<file path="config.mk">
export PLATFORM = sky130hd
export DESIGN_NAME = three_channel_led_fader_core
export DESIGN_NICKNAME = d
export VERILOG_FILES = /design/src/rtl/tclf_pkg.sv /design/src/rtl/three_channel_led_fader_core.sv
export SDC_FILE = /design/constraint.sdc
export NUM_CORES = 1
export LEC_CHECK = 0
export BUFFER_PORTS_ARGS = -buffer_cell sky130_fd_sc_hd__clkbuf_2
export CAP_MARGIN = 40
export CORE_MARGIN = 2
export CORE_UTILIZATION = 65
export DETAILED_ROUTE_END_ITERATION = 7
export PLACE_DENSITY = 0.85
export SLEW_MARGIN = 20
export SYNTH_ARGS = -nofsm -noshare
export SYNTH_HDL_FRONTEND = slang
export SYNTH_SLANG_ARGS = --single-unit
export TNS_END_PERCENT = 50
</file>
<file path="constraint.sdc">
create_clock -name clk -period 11.7 [get_ports clk]
set_input_delay 1.17 -clock clk [delete_from_list [all_inputs] [get_ports clk]]
set_output_delay 1.17 -clock clk [all_outputs]
set_load 0.05 [all_outputs]
</file>
<file path="src/rtl/tclf_pkg.sv">
`timescale 1ns / 1ps
`default_nettype none

package tclf_pkg;

  localparam int CHANNELS   = 3;
  localparam int ENCODERS   = 2;
  localparam int DUTY_BITS  = 8;
  localparam int CFG_IDX_BITS = 3;

  typedef logic [DUTY_BITS-1:0] level_t;

  typedef enum logic [CFG_IDX_BITS-1:0] {
    CFG_PRESET_ONE   = 3'd0,
    CFG_PRESET_TWO   = 3'd1,
    CFG_PRESET_THREE = 3'd2,
    CFG_MAX_LEVEL    = 3'd3,
    CFG_MIN_LEVEL    = 3'd4
  } cfg_reg_t;

  localparam level_t PRESET_ONE_RST   = 8'd100;
  localparam level_t PRESET_TWO_RST   = 8'd50;
  localparam level_t PRESET_THREE_RST = 8'd100;
  localparam level_t MAX_LEVEL_RST    = 8'd255;
  localparam level_t MIN_LEVEL_RST    = 8'd1;

  localparam level_t LEVEL_RST [CHANNELS] = '{8'd100, 8'd50, 8'd150};

endpackage

`default_nettype wire

</file>
<file path="src/rtl/three_channel_led_fader_core.sv">
// three-channel led fader core
// input channel: one word per tick with the three channel toggle edges, the
// master edge and the two signed encoder counts; accepted when in_valid is
// high and in_stall is low
// output channel: one word per accepted tick carrying the three held pwm
// duties; taken when out_valid is high and out_stall is low
// latency: the duties for a tick show on the cycle after it is accepted
// throughput: one tick per cycle unless a stalled result holds the input,
// set by the single state update stage between the handshake and duty registers
// stall: while a result waits under out_stall, in_stall is raised and the
// duties hold; with the output register empty or being taken, a new tick
// is accepted in the same cycle
// reset (rst, synchronous): all channels lit and steady at levels 100, 50,
// 150, no fades running, duties and encoder history zero, registers at
// their defaults, no result pending
// configuration: cfg_we writes cfg_data into register cfg_index; write it
// only while no tick is in flight
`timescale 1ns / 1ps
`default_nettype none

module three_channel_led_fader_core
  import tclf_pkg::*;
#(
  parameter int COUNT_BITS = 16
) (
  input  logic                         clk,
  input  logic                         rst,
  input  logic                         cfg_we,
  input  logic [CFG_IDX_BITS-1:0]      cfg_index,
  input  logic [DUTY_BITS-1:0]         cfg_data,
  input  logic                         in_valid,
  output logic                         in_stall,
  input  logic                         toggle_one,
  input  logic                         toggle_two,
  input  logic                         toggle_three,
  input  logic                         master_press,
  input  logic signed [COUNT_BITS-1:0] count_one,
  input  logic signed [COUNT_BITS-1:0] count_two,
  output logic                         out_valid,
  input  logic                         out_stall,
  output logic [DUTY_BITS-1:0]         duty_one,
  output logic [DUTY_BITS-1:0]         duty_two,
  output logic [DUTY_BITS-1:0]         duty_three
);

  level_t preset_one, preset_two, preset_three, max_level, min_level;

  level_t                      level      [CHANNELS];
  level_t                      fade_value [CHANNELS];
  level_t                      held_duty  [CHANNELS];
  logic [CHANNELS-1:0]         lit, rising, falling;
  logic signed [COUNT_BITS-1:0] last_count [ENCODERS];

  level_t                      level_next      [CHANNELS];
  level_t                      fade_value_next [CHANNELS];
  level_t                      held_duty_next  [CHANNELS];
  logic [CHANNELS-1:0]         lit_next, rising_next, falling_next;
  logic [CHANNELS-1:0]         steady;
  logic signed [COUNT_BITS-1:0] last_count_next [ENCODERS];
  logic signed [COUNT_BITS-1:0] count_in [ENCODERS];
  logic [CHANNELS-1:0]         toggles;
  logic                        in_accept;

  assign in_stall  = out_valid & out_stall;
  assign in_accept = in_valid & ~in_stall;
  assign toggles   = {toggle_three, toggle_two, toggle_one};
  assign count_in[0] = count_one;
  assign count_in[1] = count_two;

  assign duty_one   = held_duty[0];
  assign duty_two   = held_duty[1];
  assign duty_three = held_duty[2];

  always_ff @(posedge clk) begin
    if (rst) begin
      preset_one   <= PRESET_ONE_RST;
      preset_two   <= PRESET_TWO_RST;
      preset_three <= PRESET_THREE_RST;
      max_level    <= MAX_LEVEL_RST;
      min_level    <= MIN_LEVEL_RST;
    end else if (cfg_we) begin
      case (cfg_reg_t'(cfg_index))
        CFG_PRESET_ONE:   preset_one   <= cfg_data;
        CFG_PRESET_TWO:   preset_two   <= cfg_data;
        CFG_PRESET_THREE: preset_three <= cfg_data;
        CFG_MAX_LEVEL:    max_level    <= cfg_data;
        CFG_MIN_LEVEL:    min_level    <= cfg_data;
        default: ;
      endcase
    end
  end

  always_comb begin
    lit_next     = lit;
    rising_next  = rising;
    falling_next = falling;
    steady       = '0;
    for (int i = 0; i < CHANNELS; i++) begin
      level_next[i]      = level[i];
      fade_value_next[i] = fade_value[i];
      held_duty_next[i]  = held_duty[i];
    end
    for (int j = 0; j < ENCODERS; j++) begin
      last_count_next[j] = last_count[j];
    end

    // channel toggles
    for (int i = 0; i < CHANNELS; i++) begin
      if (toggles[i]) begin
        if (lit[i]) begin
          lit_next[i]        = 1'b0;
          fade_value_next[i] = level[i];
          rising_next[i]     = 1'b0;
          falling_next[i]    = 1'b1;
        end else begin
          lit_next[i]     = 1'b1;
          rising_next[i]  = 1'b1;
          falling_next[i] = 1'b0;
        end
      end
    end

    // master all-off / all-on
    if (master_press) begin
      if (|lit_next) begin
        for (int i = 0; i < CHANNELS; i++) begin
          if (lit_next[i]) begin
            lit_next[i]        = 1'b0;
            fade_value_next[i] = level_next[i];
            rising_next[i]     = 1'b0;
            falling_next[i]    = 1'b1;
          end
        end
      end else begin
        level_next[0] = preset_one;
        level_next[1] = preset_two;
        level_next[2] = preset_three;
        lit_next      = '1;
        rising_next   = '1;
        falling_next  = '0;
      end
    end

    // per-channel fade or steady output
    for (int i = 0; i < CHANNELS; i++) begin
      if (lit_next[i]) begin
        if (rising_next[i]) begin
          if (fade_value_next[i] < level_next[i]) begin
            fade_value_next[i] = fade_value_next[i] + level_t'(1);
            held_duty_next[i]  = fade_value_next[i];
          end else begin
            rising_next[i] = 1'b0;
          end
        end else begin
          held_duty_next[i] = level_next[i];
          steady[i]         = 1'b1;
        end
      end else begin
        if (falling_next[i]) begin
          if (fade_value_next[i] != '0) begin
            fade_value_next[i] = fade_value_next[i] - level_t'(1);
            held_duty_next[i]  = fade_value_next[i];
          end else begin
            falling_next[i] = 1'b0;
          end
        end else begin
          held_duty_next[i] = '0;
        end
      end
    end

    // encoder step after the duty took the old level
    for (int j = 0; j < ENCODERS; j++) begin
      if (steady[j]) begin
        if (count_in[j] > last_count[j] && level_next[j] < max_level) begin
          level_next[j] = level_next[j] + level_t'(1);
        end else if (count_in[j] < last_count[j] && level_next[j] > min_level) begin
          level_next[j] = level_next[j] - level_t'(1);
        end
        last_count_next[j] = count_in[j];
      end
    end
  end

  always_ff @(posedge clk) begin
    if (rst) begin
      lit       <= '1;
      rising    <= '0;
      falling   <= '0;
      out_valid <= 1'b0;
      for (int i = 0; i < CHANNELS; i++) begin
        level[i]      <= LEVEL_RST[i];
        fade_value[i] <= '0;
        held_duty[i]  <= '0;
      end
      for (int j = 0; j < ENCODERS; j++) begin
        last_count[j] <= '0;
      end
    end else begin
      if (in_accept) begin
        lit     <= lit_next;
        rising  <= rising_next;
        falling <= falling_next;
        for (int i = 0; i < CHANNELS; i++) begin
          level[i]      <= level_next[i];
          fade_value[i] <= fade_value_next[i];
          held_duty[i]  <= held_duty_next[i];
        end
        for (int j = 0; j < ENCODERS; j++) begin
          last_count[j] <= last_count_next[j];
        end
        out_valid <= 1'b1;
      end else if (!out_stall) begin
        out_valid <= 1'b0;
      end
    end
  end

endmodule

`default_nettype wire

</file>
==> impl_metrics.tcl <==
set metrics [dict create \
    diodes 0 \
    ctsHoldBuffers 0 \
    port_buffers 77 \
    tightest_slew_ns 0.8255 \
    max_stage_delay_ns 0.74 \
    synth_cell_types 83 \
    peakVddDrop_mv 0.1032 \
    cts.sinks 154 \
    first_pass_iters 8 \
    fp.dieH_um 135.9 \
    synth.avg_cell_area_um2 8.847 \
    hold_path_class "register to register" \
    synth_edf_count 104 \
    rr_worst_depth 12 \
    antenna_found_initial 0 \
    path_depth 13 \
    fillers 1347 \
    fin_worst_skew_ns 0.01309 \
    die_w_um 135.9 \
    ctsResizeCount 0 \
    fin_nets 1481 \
    crit_fanout 35 \
    rsz0062_at_grt "false" \
    worstReg2RegStart "lit[0]" \
    ys_seq_area_frac 0.3644 \
    grt_pass1_vias 9545 \
    setup_violations 0 \
    cts_made_buffers 17 \
    final_antenna_net_count 0 \
    worst_path_max_delay_cell "nand4_4" \
    drtIter0Drc 1104 \
    synth_warnings 0 \
    reg2reg_to "level[0][15]" \
    synth_nets 1427 \
    initial_core_util 0.6588 \
    core_um2 17180 \
    path_class "primary input to register" \
    cts_tree "done" \
    cp_cell_sequence "clkbuf_2, xnor2_1, nand4_4, mux2i_1, inv_1, ha_1, nand4_1, nor2_1, a2111oi_0, a221oi_1, nand2_1, o22ai_1, mux2i_1" \
    status "complete, but fails checks" \
    p_per_area_nw_per_um2 133.2 \
    post-route-period-util 0.4591 \
    post-cts-setup-buffers 0 \
    reg2reg_slack_ns 6.79 \
    grtUsageTotal 0.3341 \
    critPathCapture "level[0][15]" \
    clk_path_buf_depth 2 \
    tns_ns 0 \
    synth-seq-cells 154 \
    slew_headroom 0.4339 \
    synthFlopType "edfxtp_1" \
    min_period_ns 5.372 \
    grt.overflow.total 0 \
    cpMostUsedCell "mux2i_1" \
    dp_hpwl_um 21230 \
    dieArea_um2 18480 \
    drt-wirelength-per-cell_um 19.31 \
    grt_max_degree 63 \
    hold_viol 0 \
    final_util 0.7220 \
    fmax_ghz 0.1862 \
    synthCells 1279 \
    critPathLaunchType "primary input" \
    max_cap_violations 0 \
    leakage_nw 5.219 \
    wl_um 30330 \
    num_rows 48 \
    drive_gt1_frac 0.1189 \
    vias 10180 \
    grt_pass1_wl_um 48270 \
    critPathTopFamily "simple AND/OR/NAND/NOR gates" \
    violations "design-rule violations" \
    gp_congestion 0.9900 \
    clk_latency_ns 0.44 \
    via_per_inst 6.482 \
    worstSetupEndpointType "register" \
    clk_pin_slew_ns 0.06 \
    h-tree-depth 4 \
    dp_cells 1537 \
    synth_area_um2 11320 \
    crit_required_ns 11.98 \
    async_reset_ff_frac 0 \
    slew_violations 0 \
    critical_path_arrival_ns 5.65 \
    area_growth_pct 9.598 \
    fin_cells 1571 \
    crit_start "toggle_one" \
    cp.buffers_inverters 2 \
    root_buffer "clkbuf_16" \
    drc 1 \
    ios 78 \
]
==> state kept, by name, indices dropped and copies added, names as in the netlist, 3 cells and up <==
| name | flops |
|---|---|
| max_level | 8 |
| preset_three | 8 |
| rising | 3 |
| min_level | 8 |
| falling | 3 |
| last_count | 32 |
| held_duty | 24 |
| preset_two | 8 |
| level | 24 |
| fade_value | 24 |
| preset_one | 8 |
| lit | 3 |
==> how the worst min path moves through the flow <==
stage | from | end | slack, ns | depth (start not counted)
6_report | falling[1] | falling[1] | 0.45 | 2
3_3_place_gp | falling[1] | falling[1] | 0.43 | 2
5_1_grt | min_level[3] | min_level[3] | 0.47 | 2
3_5_place_dp | falling[1] | falling[1] | 0.44 | 2
4_1_cts | falling[1] | falling[1] | 0.45 | 2
2_1_floorplan | falling[1] | falling[1] | 0.42 | 2
==> cell families (layout without fill, tap and decap cells) <==
group                    Yosys count  after routing  share of synthesized area
buffers and inverters            153            220                    0.05595
adder cells (fa/ha/maj)           99             99                     0.1089
flip-flops                       154            154                     0.3644
XOR/XNOR                          60             60                    0.04644
AO/OA/AOI/OAI                    275            275                     0.1603
AND/OR/NAND/NOR                  490            490                     0.2143
multiplexers                      48             48                    0.04965
==> report_power, final <==
part           total (mW)  internal [mW]  switching (mW)
Combinational       0.477          0.160           0.316
Clock               0.529          0.301           0.228
Sequential          0.646          0.625          0.0213
==> cells in the mapped netlist (7+ instances only) <==
cell / instances / area [µm²]
nand2b_1: 8 / 50.05
a211oi_1: 23 / 172.7
or3_1: 7 / 43.79
inv_1: 91 / 341.6
nor2_1: 88 / 330.3
nand3b_1: 20 / 150.1
mux2i_1: 36 / 360.4
and3_1: 9 / 56.30
ha_1: 96 / 1201
nand4_1: 22 / 137.6
nor3_1: 26 / 130.1
a221oi_1: 10 / 87.58
o21a_1: 7 / 52.55
o21ai_0: 40 / 200.2
clkbuf_1: 35 / 131.4
buf_2: 12 / 60.06
a21oi_1: 97 / 485.5
dfxtp_1: 50 / 1001
nor2b_1: 10 / 62.56
nand2_1: 178 / 668.1
and2_1: 36 / 225.2
edfxtp_1: 104 / 3123
o211ai_1: 20 / 150.1
xnor2_1: 57 / 499.2
a31oi_1: 7 / 43.79
a21o_1: 15 / 112.6
nand3_1: 51 / 255.2
==> cell usage in the layout (no fill, tap or decap), types with 20 or more instances in the layout <==
master,instances
nand4_1,22
inv_1,90
xnor2_1,57
nand3b_1,20
o211ai_1,20
o21ai_0,36
dfxtp_1,50
nor3_1,26
a21oi_1,97
edfxtp_1,104
ha_1,96
nor2_1,87
and2_1,36
nand3_1,51
mux2i_1,36
clkbuf_2,77
a211oi_1,23
nand2_1,178
==> final cells by class <==
cell class | instances | area [µm²] | share of cell area
Clock buffer | 23 | 499.2 | 0.04025
Tap cell | 225 | 281.5 | 0.02270
Sequential cell | 154 | 4124 | 0.3325
Inverter | 96 | 362.8 | 0.02926
Timing Repair Buffer | 92 | 499.2 | 0.04025
Clock inverter | 9 | 62.56 | 0.005044
Multi-Input combinational cell | 972 | 6573 | 0.5300
==> stage by stage <==
| stage | instance area [µm²] | hold slack, ns | total power, mW | worst slack (ns) |
|---|---|---|---|---|
| 2_1_floorplan | 11320 | 0.4170 | 1.003 | 6.891 |
| 3_3_place_gp | 11820 | 0.4345 | 1.099 | 6.354 |
| 3_5_place_dp | 11830 | 0.4403 | 1.115 | 6.106 |
| 4_1_cts | 12390 | 0.4487 | 1.639 | 6.438 |
| 5_1_grt | 12400 | 0.4734 | 1.717 | 5.889 |
| 6_report | 12400 | 0.4477 | 1.651 | 6.328 |
==> worst min-delay path: stages (launching register included) <==
cell     delay (ns)
dfxtp_1        0.31
nand2_1        0.05
nand2_1        0.04
==> routing by layer <==
metal  GRT usage  vias to the layer above  part of all wire
met4      0.1522                        0             0.038
met2      0.5457                      591              0.47
met1      0.4366                     4763              0.40
met3     0.05518                      106             0.090
li1            -                     4724                 -
met5           0                        -                 0
No activity file was read; power rests on OpenSTA's default activity.
